**src/design/cab_pkg.sv**
```systemverilog
// Shared types and operation codes for the 8/16-bit BCD-capable CPU ALU.
// No dependencies; used by cab_alu, cab_regs and cpu_alu_8_16_bit_bcd.
`default_nettype none

package cab_pkg;

  localparam int unsigned OpW   = 5;
  localparam int unsigned DataW = 16;

  localparam logic [OpW-1:0] OP_ADC = 5'd0;
  localparam logic [OpW-1:0] OP_AND = 5'd1;
  localparam logic [OpW-1:0] OP_ASL = 5'd2;
  localparam logic [OpW-1:0] OP_BIT = 5'd3;
  localparam logic [OpW-1:0] OP_CMP = 5'd4;
  localparam logic [OpW-1:0] OP_CPX = 5'd5;
  localparam logic [OpW-1:0] OP_CPY = 5'd6;
  localparam logic [OpW-1:0] OP_DEC = 5'd7;
  localparam logic [OpW-1:0] OP_EOR = 5'd8;
  localparam logic [OpW-1:0] OP_INC = 5'd9;
  localparam logic [OpW-1:0] OP_LDA = 5'd10;
  localparam logic [OpW-1:0] OP_LDX = 5'd11;
  localparam logic [OpW-1:0] OP_LDY = 5'd12;
  localparam logic [OpW-1:0] OP_LSR = 5'd13;
  localparam logic [OpW-1:0] OP_ORA = 5'd14;
  localparam logic [OpW-1:0] OP_ROL = 5'd15;
  localparam logic [OpW-1:0] OP_ROR = 5'd16;
  localparam logic [OpW-1:0] OP_SBC = 5'd17;
  localparam logic [OpW-1:0] OP_TRB = 5'd18;
  localparam logic [OpW-1:0] OP_TSB = 5'd19;

  typedef struct packed {
    logic [OpW-1:0]   op;
    logic             wide;
    logic             decimal;
    logic             carry_in;
    logic [DataW-1:0] operand_data;
  } in_item_t;

  typedef struct packed {
    logic [DataW-1:0] result_value;
    logic             carry_out;
    logic             zero_out;
    logic             negative_out;
    logic             overflow_out;
    logic             overflow_valid;
  } out_item_t;

  // Register file write request produced by the ALU for one word.
  typedef struct packed {
    logic             acc_we;
    logic             x_we;
    logic             y_we;
    logic             wide;
    logic [DataW-1:0] value;
  } reg_wr_t;

endpackage

`default_nettype wire

```
**src/design/cab_regs.sv**
```systemverilog
// Accumulator and X/Y index registers with 8-bit writes that keep the high byte.
// Depends on cab_pkg for the write request type.
`default_nettype none

module cab_regs (
  input  wire logic                    clk,
  input  wire logic                    rst,
  input  wire logic                    wr_en,
  input  wire cab_pkg::reg_wr_t        wr,
  output logic [cab_pkg::DataW-1:0]    acc,
  output logic [cab_pkg::DataW-1:0]    idx_x,
  output logic [cab_pkg::DataW-1:0]    idx_y
);

  logic [cab_pkg::DataW-1:0] acc_next;
  logic [cab_pkg::DataW-1:0] x_next;
  logic [cab_pkg::DataW-1:0] y_next;

  always_comb begin
    acc_next = wr.wide ? wr.value : {acc[15:8], wr.value[7:0]};
    x_next   = wr.wide ? wr.value : {idx_x[15:8], wr.value[7:0]};
    y_next   = wr.wide ? wr.value : {idx_y[15:8], wr.value[7:0]};
  end

  always_ff @(posedge clk) begin
    if (rst) begin
      acc   <= '0;
      idx_x <= '0;
      idx_y <= '0;
    end else if (wr_en) begin
      if (wr.acc_we) acc <= acc_next;
      if (wr.x_we) idx_x <= x_next;
      if (wr.y_we) idx_y <= y_next;
    end
  end

endmodule

`default_nettype wire

```
**src/design/cab_alu.sv**
```systemverilog
// Combinational datapath: binary/BCD add-subtract, logic, shifts, compares, loads, inc/dec, bit ops.
// Depends on cab_pkg for item types and operation codes.
`default_nettype none

module cab_alu (
  input  wire cab_pkg::in_item_t         item,
  input  wire logic [cab_pkg::DataW-1:0] acc,
  input  wire logic [cab_pkg::DataW-1:0] idx_x,
  input  wire logic [cab_pkg::DataW-1:0] idx_y,
  output cab_pkg::out_item_t             res,
  output cab_pkg::reg_wr_t               wr
);

  logic [15:0] full;
  logic [15:0] top;
  logic [15:0] d;
  logic [15:0] a;
  logic        sub;
  logic [15:0] db;
  logic [16:0] bin;
  logic [4:0]  dsum;
  logic [5:0]  adj;
  logic        dc;
  logic [15:0] bcd_r;
  logic [3:0]  dig_s3;
  logic [3:0]  dig_c;
  logic [15:0] as_r;
  logic        as_c;
  logic        as_rtop;
  logic        atop;
  logic        dtop;
  logic        as_v;
  logic [15:0] cmp_reg;
  logic [16:0] diff;
  logic [15:0] r;
  logic        c;
  logic        z;
  logic        n;
  logic        v;
  logic        vv;
  logic        zset;
  logic        ntop;
  logic        known;
  logic        z_and;

  always_comb begin
    full = item.wide ? 16'hFFFF : 16'h00FF;
    top  = item.wide ? 16'h8000 : 16'h0080;
    d    = item.operand_data & full;
    a    = acc & full;
    sub  = (item.op == cab_pkg::OP_SBC);
    db   = sub ? (~d & full) : d;
    bin  = {1'b0, a} + {1'b0, db} + 17'(item.carry_in);

    // Decimal chain: each digit adds, then adjusts by six as the mode requires.
    // Invalid digits run through the same adjust as valid ones.
    dc    = item.carry_in;
    bcd_r = '0;
    dig_s3 = '0;
    dig_c  = '0;
    adj    = '0;
    dsum   = '0;
    for (int i = 0; i < 4; i++) begin
      dsum = {1'b0, a[4*i +: 4]} + {1'b0, db[4*i +: 4]} + 5'(dc);
      dig_s3[i] = dsum[3];
      if (!sub) begin
        adj = (dsum >= 5'd10) ? (6'(dsum) + 6'h06) : 6'(dsum);
        dc  = adj[5] | adj[4];
        bcd_r[4*i +: 4] = adj[3:0];
      end else begin
        dc = dsum[4];
        bcd_r[4*i +: 4] = dc ? dsum[3:0] : (dsum[3:0] - 4'h6);
      end
      dig_c[i] = dc;
    end

    if (item.decimal) begin
      as_r    = bcd_r & full;
      as_c    = item.wide ? dig_c[3] : dig_c[1];
      as_rtop = item.wide ? dig_s3[3] : dig_s3[1];
    end else begin
      as_r    = bin[15:0] & full;
      as_c    = item.wide ? bin[16] : bin[8];
      as_rtop = item.wide ? bin[15] : bin[7];
    end
    // Overflow uses the top bit before the final decimal adjust.
    atop = item.wide ? a[15] : a[7];
    dtop = item.wide ? db[15] : db[7];
    as_v = ~(atop ^ dtop) & (atop ^ as_rtop);

    case (item.op)
      cab_pkg::OP_CMP: cmp_reg = acc & full;
      cab_pkg::OP_CPX: cmp_reg = idx_x & full;
      default:         cmp_reg = idx_y & full;
    endcase
    diff  = {1'b0, cmp_reg} - {1'b0, d};
    z_and = ((d & a) == 16'h0000);

    r     = '0;
    c     = item.carry_in;
    v     = 1'b0;
    vv    = 1'b0;
    zset  = 1'b0;
    z     = 1'b0;
    ntop  = 1'b1;
    known = 1'b1;
    wr    = '{acc_we: 1'b0, x_we: 1'b0, y_we: 1'b0, wide: item.wide, value: '0};

    case (item.op)
      cab_pkg::OP_ADC, cab_pkg::OP_SBC: begin
        r = as_r; c = as_c; v = as_v; vv = 1'b1;
        wr.acc_we = 1'b1;
      end
      cab_pkg::OP_AND: begin r = a & d; wr.acc_we = 1'b1; end
      cab_pkg::OP_EOR: begin r = a ^ d; wr.acc_we = 1'b1; end
      cab_pkg::OP_ORA: begin r = a | d; wr.acc_we = 1'b1; end
      cab_pkg::OP_ASL: begin c = |(d & top); r = (d << 1) & full; end
      cab_pkg::OP_LSR: begin c = d[0]; r = d >> 1; end
      cab_pkg::OP_ROL: begin c = |(d & top); r = ((d << 1) | 16'(item.carry_in)) & full; end
      cab_pkg::OP_ROR: begin c = d[0]; r = (item.carry_in ? top : 16'h0000) | (d >> 1); end
      cab_pkg::OP_BIT: begin
        r = d; vv = 1'b1;
        v = |(d & (top >> 1));
        z = z_and; zset = 1'b1;
      end
      cab_pkg::OP_CMP, cab_pkg::OP_CPX, cab_pkg::OP_CPY: begin
        c = ~diff[16];
        r = diff[15:0] & full;
      end
      cab_pkg::OP_DEC: r = (d - 16'h0001) & full;
      cab_pkg::OP_INC: r = (d + 16'h0001) & full;
      cab_pkg::OP_LDA: begin r = d; wr.acc_we = 1'b1; end
      cab_pkg::OP_LDX: begin r = d; wr.x_we = 1'b1; end
      cab_pkg::OP_LDY: begin r = d; wr.y_we = 1'b1; end
      cab_pkg::OP_TRB, cab_pkg::OP_TSB: begin
        z = z_and; zset = 1'b1; ntop = 1'b0;
        r = (item.op == cab_pkg::OP_TRB) ? (d & ~a & full) : (d | a);
      end
      default: known = 1'b0;
    endcase

    wr.value = r;
    if (!zset) z = (r == 16'h0000);
    if (item.op == cab_pkg::OP_BIT) n = |(d & top);
    else n = ntop & |(r & top);

    if (known) begin
      res = '{result_value: r, carry_out: c, zero_out: z, negative_out: n,
              overflow_out: vv & v, overflow_valid: vv};
    end else begin
      res = '{result_value: '0, carry_out: item.carry_in, zero_out: 1'b0,
              negative_out: 1'b0, overflow_out: 1'b0, overflow_valid: 1'b0};
    end
  end

endmodule

`default_nettype wire

```
**src/design/cpu_alu_8_16_bit_bcd.sv**
```systemverilog
// Top level of the 8/16-bit BCD-capable CPU ALU: input register, datapath, result register.
// Depends on cab_pkg, cab_alu and cab_regs.
//
//   channel | signals                     | payload type
//   input   | in_valid, in_ready, in_item | cab_pkg::in_item_t
//   output  | out_valid, out_ready, out_item | cab_pkg::out_item_t
//
// A word passes the input register, then the result register, where its result becomes valid;
// one word is accepted per cycle when the output drains.
// The register file updates when a word moves from the input to the result register,
// so the next word sees the new accumulator and index values.
// Synchronous reset clears the register file and both valid flags; a stalled output
// holds its word while the input register can still take one more.
`default_nettype none

module cpu_alu_8_16_bit_bcd (
  input  wire logic                 clk,
  input  wire logic                 rst,
  input  wire logic                 in_valid,
  output logic                      in_ready,
  input  wire cab_pkg::in_item_t    in_item,
  output logic                      out_valid,
  input  wire logic                 out_ready,
  output cab_pkg::out_item_t        out_item
);

  logic                      s1_valid;
  cab_pkg::in_item_t         s1_item;
  logic                      advance;
  cab_pkg::out_item_t        alu_res;
  cab_pkg::reg_wr_t          alu_wr;
  logic [cab_pkg::DataW-1:0] acc;
  logic [cab_pkg::DataW-1:0] idx_x;
  logic [cab_pkg::DataW-1:0] idx_y;

  assign advance  = s1_valid & (~out_valid | out_ready);
  assign in_ready = ~s1_valid | advance;

  cab_alu u_alu (
    .item  (s1_item),
    .acc   (acc),
    .idx_x (idx_x),
    .idx_y (idx_y),
    .res   (alu_res),
    .wr    (alu_wr)
  );

  cab_regs u_regs (
    .clk   (clk),
    .rst   (rst),
    .wr_en (advance),
    .wr    (alu_wr),
    .acc   (acc),
    .idx_x (idx_x),
    .idx_y (idx_y)
  );

  always_ff @(posedge clk) begin
    if (rst) begin
      s1_valid <= 1'b0;
    end else if (in_ready) begin
      s1_valid <= in_valid;
    end
  end

  always_ff @(posedge clk) begin
    if (in_valid && in_ready) begin
      s1_item <= in_item;
    end
  end

  always_ff @(posedge clk) begin
    if (rst) begin
      out_valid <= 1'b0;
    end else if (advance) begin
      out_valid <= 1'b1;
    end else if (out_ready) begin
      out_valid <= 1'b0;
    end
  end

  always_ff @(posedge clk) begin
    if (advance) begin
      out_item <= alu_res;
    end
  end

endmodule

`default_nettype wire
```
**config.mk**
```make
export PLATFORM = sky130hd
export DESIGN_NAME = cpu_alu_8_16_bit_bcd
export DESIGN_NICKNAME = d
export VERILOG_FILES = /design/src/design/cab_pkg.sv /design/src/design/cab_regs.sv /design/src/design/cab_alu.sv /design/src/design/cpu_alu_8_16_bit_bcd.sv
export SDC_FILE = /design/constraint.sdc
export NUM_CORES = 1
export LEC_CHECK = 0
export BUFFER_PORTS_ARGS = -buffer_cell sky130_fd_sc_hd__clkbuf_2
export CAP_MARGIN = 5
export CORE_ASPECT_RATIO = 1.75
export CORE_MARGIN = 8
export CORE_UTILIZATION = 64
export DETAILED_ROUTE_END_ITERATION = 16
export GPL_TIMING_DRIVEN = 0
export MAX_ROUTING_LAYER = met4
export PLACE_DENSITY_LB_ADDON = 0.1
export SYNTH_ARGS = -nofsm -noshare
export SYNTH_HDL_FRONTEND = slang
export SYNTH_SLANG_ARGS = --single-unit
```
**constraint.sdc**
```tcl
create_clock -name clk -period 11.9 [get_ports clk]
set_input_delay 1.785 -clock clk [delete_from_list [all_inputs] [get_ports clk]]
set_output_delay 1.785 -clock clk [all_outputs]
set_load 0.01 [all_outputs]
```
==> out/metrics.cfg <==
[clocking]
insertion_delay_ps=350
path_clk_slew_ps=80
post_cts_buffers=0
hold_buffers=0
h-tree-depth=3
cts_buffers=9
clk_path_buf_depth=2
postCtsResizedCells=0
clockRootBuffer=clkbuf_16
cts_tree=yes
cts_sinks=95

[cells_and_area]
fill_cells=1253
area_growth_pct=8.62
seqCellArea_um2=2350
drive_above_1_share_pct=10.1
multi_input_area_um2=6750
nets=1351
insertedDiodeCount=0

[routing]
wl_per_cell_um=25.8
vias=9805
firstDrtPassIters=7
via_per_inst=6.97
drc=0
drt_iter0_drc=1040
routed_wl_mm=36.3
ant_nets=0

[logic_synthesis]
ys_warn_count=0
synthesis.area_um2=9660
syn_inst=1159
syn-num-nets=1290
synth-edff-count=45
ys_ff_latch=95
synth-seq-area-share_pct=24.3
avgSynthCellArea_um2=8.34
synth_top_area_share_pct=14.0
yosysTopAreaCell=edfxtp_1
ys_types=98
ys_async_sr_fraction_pct=0
ys.flop_type=dfxtp_1
synth_area_leaders=edfxtp_1 14%, ha_1 12%, dfxtp_1 10%

[grt]
grt_pass1_wl_mm=54.8
grt_pass1_vias=9415
grt_overflow_total=0
grt_max_degree=25
grt_usage_pct=38.8
grt_antenna_before_repair=0

[setup_path]
crit_type=reg2reg
crit_path_max_fanout=19
cp_common_cell=fa_1
crit_arrival_ps=11190
cp-start-kind=register
critPathCaptureType=register
max_stage_delay_ps=540
crit_path_top_delay_cell=a221oi_2
required_ps=12070

[sta]
finalSetupViolCount=0
min_period_over_period_pct=92.6
relSlewSlack_pct=16.0
final_max_slew_viol_count=0
tns_ps=0
hold_ws_ps=504
worstMarginPinSlew_ps=1260
rsz0062_at_grt=false
finalHoldViolCount=0
worst_clock_skew_ps=16.9
finalCriticalPeriod_ps=11010
max_freq_mhz=90.8

[floorplan]
io_pins=51
die_area_um2=19400
die_w_um=109
start_util_pct=65.1
coreArea_um2=14800
rows=59
die_h_um=179

[run]
maxCapViolations=0

[placed_design]
portBuffers=49
hpwlAfterDp_mm=27.7
place_congestion=1.06

[status]
outcome=finished, final reports clean

[min_path]
holdCritPathClass=reg2reg

[power_and_ir_drop]
powerDensity_nw_per_um2=96.6
max-vdd-ir-drop_uv=87.1
p_leak_nw=4.34

==> final timing paths <==
path | from | end | slack (ps) | depth (start not counted)
worst max-delay path | s1_item[21] | out_item[3] | 890 | 41
worst min-delay path | u_regs.idx_x[11] | u_regs.idx_x[11] | 500 | 2
worst max register to register | s1_item[21] | out_item[3] | 890 | 41
worst min register to register | u_regs.idx_x[11] | u_regs.idx_x[11] | 500 | 2
==> cells in the final DEF (no fill, tap or decap), types with 20 or more instances in the layout <==
cell type / count
xor2_1: 20
a211oi_1: 59
clkbuf_2: 49
edfxtp_1: 45
inv_1: 76
o21ai_0: 40
dfxtp_1: 50
mux2i_1: 38
nor2_1: 114
clkbuf_1: 35
nand2_1: 87
a21o_1: 26
a21oi_1: 70
xnor2_1: 36
nand3_1: 23
ha_1: 93
==> worst max-delay path: cells and delay by family, from the launching register on <==
family / cells / cell delay, ps
adders and majority gates: 10 / 3830
AOI/OAI and AO/OA: 12 / 2530
and+or+nand+nor: 8 / 1490
xor gates and xnor gates: 4 / 1140
buffers and inverters: 6 / 1040
DFF: 1 / 480
muxes: 1 / 290
==> routing by layer <==
layer / vias up / global-route usage (%) / share of wire [%]
met3: 181 / 7.02 / 7.3
met2: 570 / 61.8 / 48
li1: 4458 / - / -
met1: 4596 / 41.6 / 36
met5: - / - / 0
met4: 0 / 29.8 / 8.6
==> power breakdown <==
group	switching [W]	leakage (nW)	internal, W
combinational	0.000201	3.34	0.000113
sequential	0.0000120	0.836	0.000356
clock	0.000142	0.159	0.000189
==> synth_stat cells (all sizes together), types with 6 or more instances <==
master and count:
mux2i 38, xor2 20, nand3b 11, a21oi 74, dfxtp 50, a222oi 6, clkbuf 35, nor2b 12
nand3 23, edfxtp 45, fa 10, or3 9, nand2b 11, xnor2 36, and2 13, a22oi 8
ha 93, a31oi 13, o22ai 9, nand2 87, o211ai 16, o221ai 10, and3 10, o21ai 52
nor4 12, a221oi 6, o2111ai 8, a311oi 6, buf 24, nand4 8, a211oi 60, o21a 8
o31ai 8, nor2 117, nor3 16, inv 76, a211o 7, a22o 9, a21o 26, or2 6
==> cell type report <==
cell class,instances,area share (%)
Multi-Input combinational cell,928,64.3
Inverter,77,2.75
Buffer,58,2.65
Sequential cell,95,22.4
Tap cell,183,2.18
Clock inverter,4,0.524
Timing Repair Buffer,51,2.55
Clock buffer,11,2.62
==> flip-flops by register name, indices dropped and copies added, names as in the netlist <==
| name | count |
|---|---|
| s1_item | 24 |
| out_item | 21 |
| u_regs.acc | 16 |
| u_regs.idx_x | 16 |
| u_regs.idx_y | 16 |
| out_valid | 1 |
| s1_valid | 1 |
==> stage by stage <==
step / util, % / cells / setup slack (ps) / power, W / area [um^2]
6_report: 70.7 / 1407 / 885 / 0.00101 / 10500
5_1_grt: 70.7 / 1407 / 490 / 0.00105 / 10500
4_1_cts: 70.7 / 1407 / 619 / 0.00100 / 10500
3_5_place_dp: 68.5 / 1392 / 687 / 0.000675 / 10200
3_3_place_gp: 68.3 / 1391 / 866 / 0.000669 / 10100
2_1_floorplan: - / 1159 / 2450 / 0.000583 / 9660
==> logic make-up (layout without fill, tap and decap cells) <==
kind of cell | count (synthesis) | after routing | synth area share (%)
compound gates | 367 | 367 | 27.5
simple gates | 359 | 359 | 18.5
buf+inv | 136 | 201 | 5.90
fa+ha+maj | 103 | 103 | 14.1
flops | 95 | 95 | 24.3
xor+xnor | 56 | 56 | 5.08
mux | 43 | 43 | 4.52
No activity file was read; power rests on OpenSTA's default activity.
